### src/sv/rmfb_pkg.sv
// Shared sizes, command codes and the plot request type of the rotated frame store.
package rmfb_pkg;

	localparam int PANEL_WIDTH  = 400;
	localparam int PANEL_HEIGHT = 300;
	localparam int ROW_BYTES    = (PANEL_WIDTH + 7) / 8;
	localparam int STORE_BYTES  = ROW_BYTES * PANEL_HEIGHT;
	localparam int ADDR_W       = $clog2(STORE_BYTES);
	localparam int MAX_DIM      = (PANEL_WIDTH > PANEL_HEIGHT) ? PANEL_WIDTH : PANEL_HEIGHT;
	localparam int COORD_W      = $clog2(MAX_DIM);

	localparam logic [7:0] BYTE_WHITE = 8'hFF;
	localparam logic [7:0] BYTE_BLACK = 8'h00;

	typedef enum logic [1:0] {
		CMD_PLOT = 2'd0,
		CMD_FILL = 2'd1,
		CMD_READ = 2'd2,
		CMD_NONE = 2'd3
	} cmd_t;

	typedef logic [ADDR_W-1:0] addr_t;

	// Resolved plot: byte address and bit mask, ok low when off the panel.
	typedef struct packed {
		logic       ok;
		addr_t      addr;
		logic [7:0] mask;
	} plot_req_t;

endpackage

### src/sv/rmfb_addr.sv
// Plot address unit: bounds check, quarter-turn rotation, x mirror, byte address and mask.
module rmfb_addr
	import rmfb_pkg::*;
(
	input  logic               clk,
	input  logic               arst_n,
	input  logic               load,
	input  logic [1:0]         rotation,
	input  logic signed [15:0] pixel_x,
	input  logic signed [15:0] pixel_y,
	output plot_req_t          req_s1
);

	localparam logic [15:0]        DIM_W  = 16'(PANEL_WIDTH);
	localparam logic [15:0]        DIM_H  = 16'(PANEL_HEIGHT);
	localparam logic [COORD_W-1:0] W_M1   = COORD_W'(PANEL_WIDTH - 1);
	localparam logic [COORD_W-1:0] H_M1   = COORD_W'(PANEL_HEIGHT - 1);
	localparam addr_t              ROW_B  = ADDR_W'(ROW_BYTES);

	logic [15:0]        lw, lh;
	logic               in_bounds;
	logic [COORD_W-1:0] xc, yc, px, py, pxm;
	addr_t              idx;

	always_comb begin
		lw = rotation[0] ? DIM_H : DIM_W;
		lh = rotation[0] ? DIM_W : DIM_H;
		in_bounds = !pixel_x[15] && !pixel_y[15]
			&& ($unsigned(pixel_x) < lw) && ($unsigned(pixel_y) < lh);
		xc = pixel_x[COORD_W-1:0];
		yc = pixel_y[COORD_W-1:0];
		unique case (rotation)
			2'd1: begin
				px = yc;
				py = H_M1 - xc;
			end
			2'd2: begin
				px = W_M1 - xc;
				py = H_M1 - yc;
			end
			2'd3: begin
				px = W_M1 - yc;
				py = xc;
			end
			default: begin
				px = xc;
				py = yc;
			end
		endcase
		pxm = W_M1 - px;
		idx = ADDR_W'(pxm >> 3) + ADDR_W'(py) * ROW_B;
	end

	always_ff @(posedge clk or negedge arst_n) begin
		if (!arst_n) begin
			req_s1.ok   <= 1'b0;
			req_s1.addr <= '0;
			req_s1.mask <= '0;
		end else if (load) begin
			req_s1.ok   <= in_bounds;
			req_s1.addr <= idx;
			req_s1.mask <= 8'h80 >> pxm[2:0];
		end
	end

endmodule

### config.mk
export PLATFORM = sky130hd
export DESIGN_NAME = rmfb_addr
export DESIGN_NICKNAME = d
export VERILOG_FILES = /design/src/sv/rmfb_pkg.sv /design/src/sv/rmfb_addr.sv
export SDC_FILE = /design/constraint.sdc
export NUM_CORES = 1
export LEC_CHECK = 0
export ABC_AREA = 1
export BUFFER_PORTS_ARGS = -buffer_cell sky130_fd_sc_hd__buf_2
export CAP_MARGIN = 40
export CORE_MARGIN = 5
export CORE_UTILIZATION = 46
export CTS_CLUSTER_SIZE = 14
export DETAILED_ROUTE_END_ITERATION = 8
export HOLD_SLACK_MARGIN = 0.06
export PLACE_DENSITY = 0.65
export SETUP_SLACK_MARGIN = 0.05
export SYNTH_ARGS = -nofsm -noshare
export SYNTH_HDL_FRONTEND = slang
export SYNTH_SLANG_ARGS = --single-unit
### constraint.sdc
create_clock -name clk -period 1.7 [get_ports clk]
set_input_delay 0.085 -clock clk [delete_from_list [all_inputs] [get_ports clk]]
set_output_delay 0.085 -clock clk [all_outputs]
set_load 0.05 [all_outputs]
==> results.cfg <==
[sta]
min_period_ns = 3.20
hold_viol = 0
setup_tns_ns = -13.21
skew_ns = 0
max_slew_margin_pct = 66.5
fin_hold_ws_ns = 0.151
slew_viol_final = 0
worstMarginPinSlew_ns = 0.503
setup_violations = 12
layout_setup_ws_ns = -1.50
rsz0062_at_grt = true
fin_crit_sh_pct = 188
clock.fmax_mhz = 312

[finish]
stdcell_count = 654
regMostFlops = req_s1
largest_reg_flops = 23
drive_gt1_share_pct = 43.5
antenna_cells = 0
top_regs = req_s1: 23 flops
area_growth_pct = 48.9
finalInstanceArea_mm2 = 0.00455
mostFrequentLayoutCells = 91 x buf_4, 87 x nand2_1, 57 x buf_2
mostFrequentLayoutCell = buf_4
fin_nets = 662

[synthesis]
synth_top_cell_by_area = dfrtp_1
yosysTopAreaCellShare_pct = 18.8
syn_area_mm2 = 0.00306
ys_ff_latch = 23
ys_top_cells_by_area = dfrtp_1 19%, ha_1 17%, nand2_1 12%
ys_types = 39
syn_nets = 509
syn_area_per_cell_um2 = 7.19
yosysSeqAreaShare_pct = 18.8
syn_inst = 425
synth_warnings = 0

[min_path]
worst_hold_startpoint = load
hold_path_end = req_s1[9]
hold_depth = 3
hp-class = input pin to flop

[route]
drc = 0
routed-via-count = 3233
drt_first_pass_iters = 4
dr.first_iter.drc_count = 86
final_antenna_net_count = 0
wl_per_cell_um = 12.4
routed_via_density = 4.94
drt_wl_total_um = 8100

[setup_path]
reg2regPathDepth = 2
critPathMaxStageDelay_ns = 0.33
end_kind = flop
r2r-start = req_s1[20]
crit_path_start_kind = input pin
r2r_slack_ns = 1.05
critPathMaxFanout = 5
path_class = input pin to flop
cp_slowest_cell = ha_1
rr_endpoint = req_s1[20]
cp.required_ns = 1.85
worstPathArrival_ns = 3.36

[clocking]
path_clk_slew_ns = 0.08
cts_tree = done
clock_latency_ns = 0.26
cts_buffers = 3
htree_levels = 1
clockBufferDepth = 2
cts.sinks = 23
root_buffer = clkbuf_8

[grt]
grt_pass1_vias = 3322
antenna_found_initial = 0
overflow = 0
grt_first_pass_wirelength_um = 14600
grt_max_degree = 24
grt.total_usage_pct = 20.5

[die]
core_area_mm2 = 0.00642
initial_utilization_pct = 47.6
fp.dieH_um = 91.5
die-area_mm2 = 0.00837
io-pin-count = 60
dieWidth_um = 91.5
rows = 29

[power_and_ir_drop]
ir_drop_v = 0.000951
leakage_nw = 2.48
p_per_area_mw_per_mm2 = 1400
total_power_mw = 6.38

[outcome]
violations = setup timing
outcome = finished with violations

[placed_design]
hpwl_um = 6890
gp_congestion = 0.877
port_buffers = 59
placed_cells = 640
place_area_mm2 = 0.00428

[flow_run]
drv_cap = 0
synthesized netlist by cell type, drive strengths merged:
cell type    n
nand2      114
inv         71
ha          42
o21ai       35
nand3       30
dfrtp       23
xor2        23
nor2        22
a21oi       16
nand4        7
buf          6
fa           5
o22ai        5
nor4         4
o221ai       4
a31oi        3
clkbuf       3
nor3         3
a21o         2
o21bai       2
xnor2        2
nand3b       1
o31ai        1
or2          1
critical path, delay by kind of cell:
family                   cells  cell delay [ns]
XOR/XNOR                     1             0.16
AND/OR/NAND/NOR             15             1.23
adder cells (fa/ha/maj)      3             0.93
buffers and inverters        6             0.75
AO/OA/AOI/OAI                1             0.21
per-layer routing:
layer	GRT usage, %	wire length [µm]	vias to the layer above
met5	0	0	-
met4	3.64	56	0
li1	-	-	1694
met1	27.3	3800	1476
met2	36.1	3930	59
met3	2.07	316	4
cells by family (layout without fill, tap and decap cells):
family          Yosys count  count (layout)  share of synthesized area, %
compound gates           68              68                          12.7
xor+xnor                 25              25                          7.17
fa+ha+maj                47              47                          20.5
buf+inv                  80             232                          11.1
flops                    23              23                          18.8
simple gates            182             182                          29.7
metrics by stage:
stage	utilization [%]	worst slack, ns
after CTS	70.2	-1.49
final	70.8	-1.50
after floorplan	-	-1.57
after global placement	66.7	-2.00
after detailed placement	66.7	-2.02
after global routing	70.8	-1.74
layout make-up:
type	instances	area (µm²)
Fill cell	575	1870
Multi-Input combinational cell	322	2460
Sequential cell	23	576
Timing Repair Buffer	157	1090
Inverter	71	279
Clock buffer	4	45.0
Tap cell	77	96.3
what timing repair did:
action,CTS,global route
setup buffers,8,1
resized for setup,28,10
cloned,0,0
endpoints found under the hold margin,23,0
endpoints found under the setup margin,12,12
pin swaps,24,8
hold buffers,1,0
where the power goes:
group	switching (mW)	internal (mW)	total, mW
Sequential	0.0720	0.713	0.785
Combinational	2.95	2.31	5.26
Clock	0.163	0.167	0.330
worst max-delay path by stage:
stage | startpoint | to | slack (ns) | depth (start not counted)
2_1_floorplan | rotation[0] | req_s1[19] | -1.57 | 26
3_3_place_gp | rotation[0] | req_s1[21] | -2.00 | 27
3_5_place_dp | rotation[0] | req_s1[21] | -2.02 | 26
4_1_cts | rotation[0] | req_s1[21] | -1.49 | 26
5_1_grt | rotation[0] | req_s1[21] | -1.74 | 27
6_report | rotation[0] | req_s1[21] | -1.50 | 26
(Power assumes the default switching activity.)
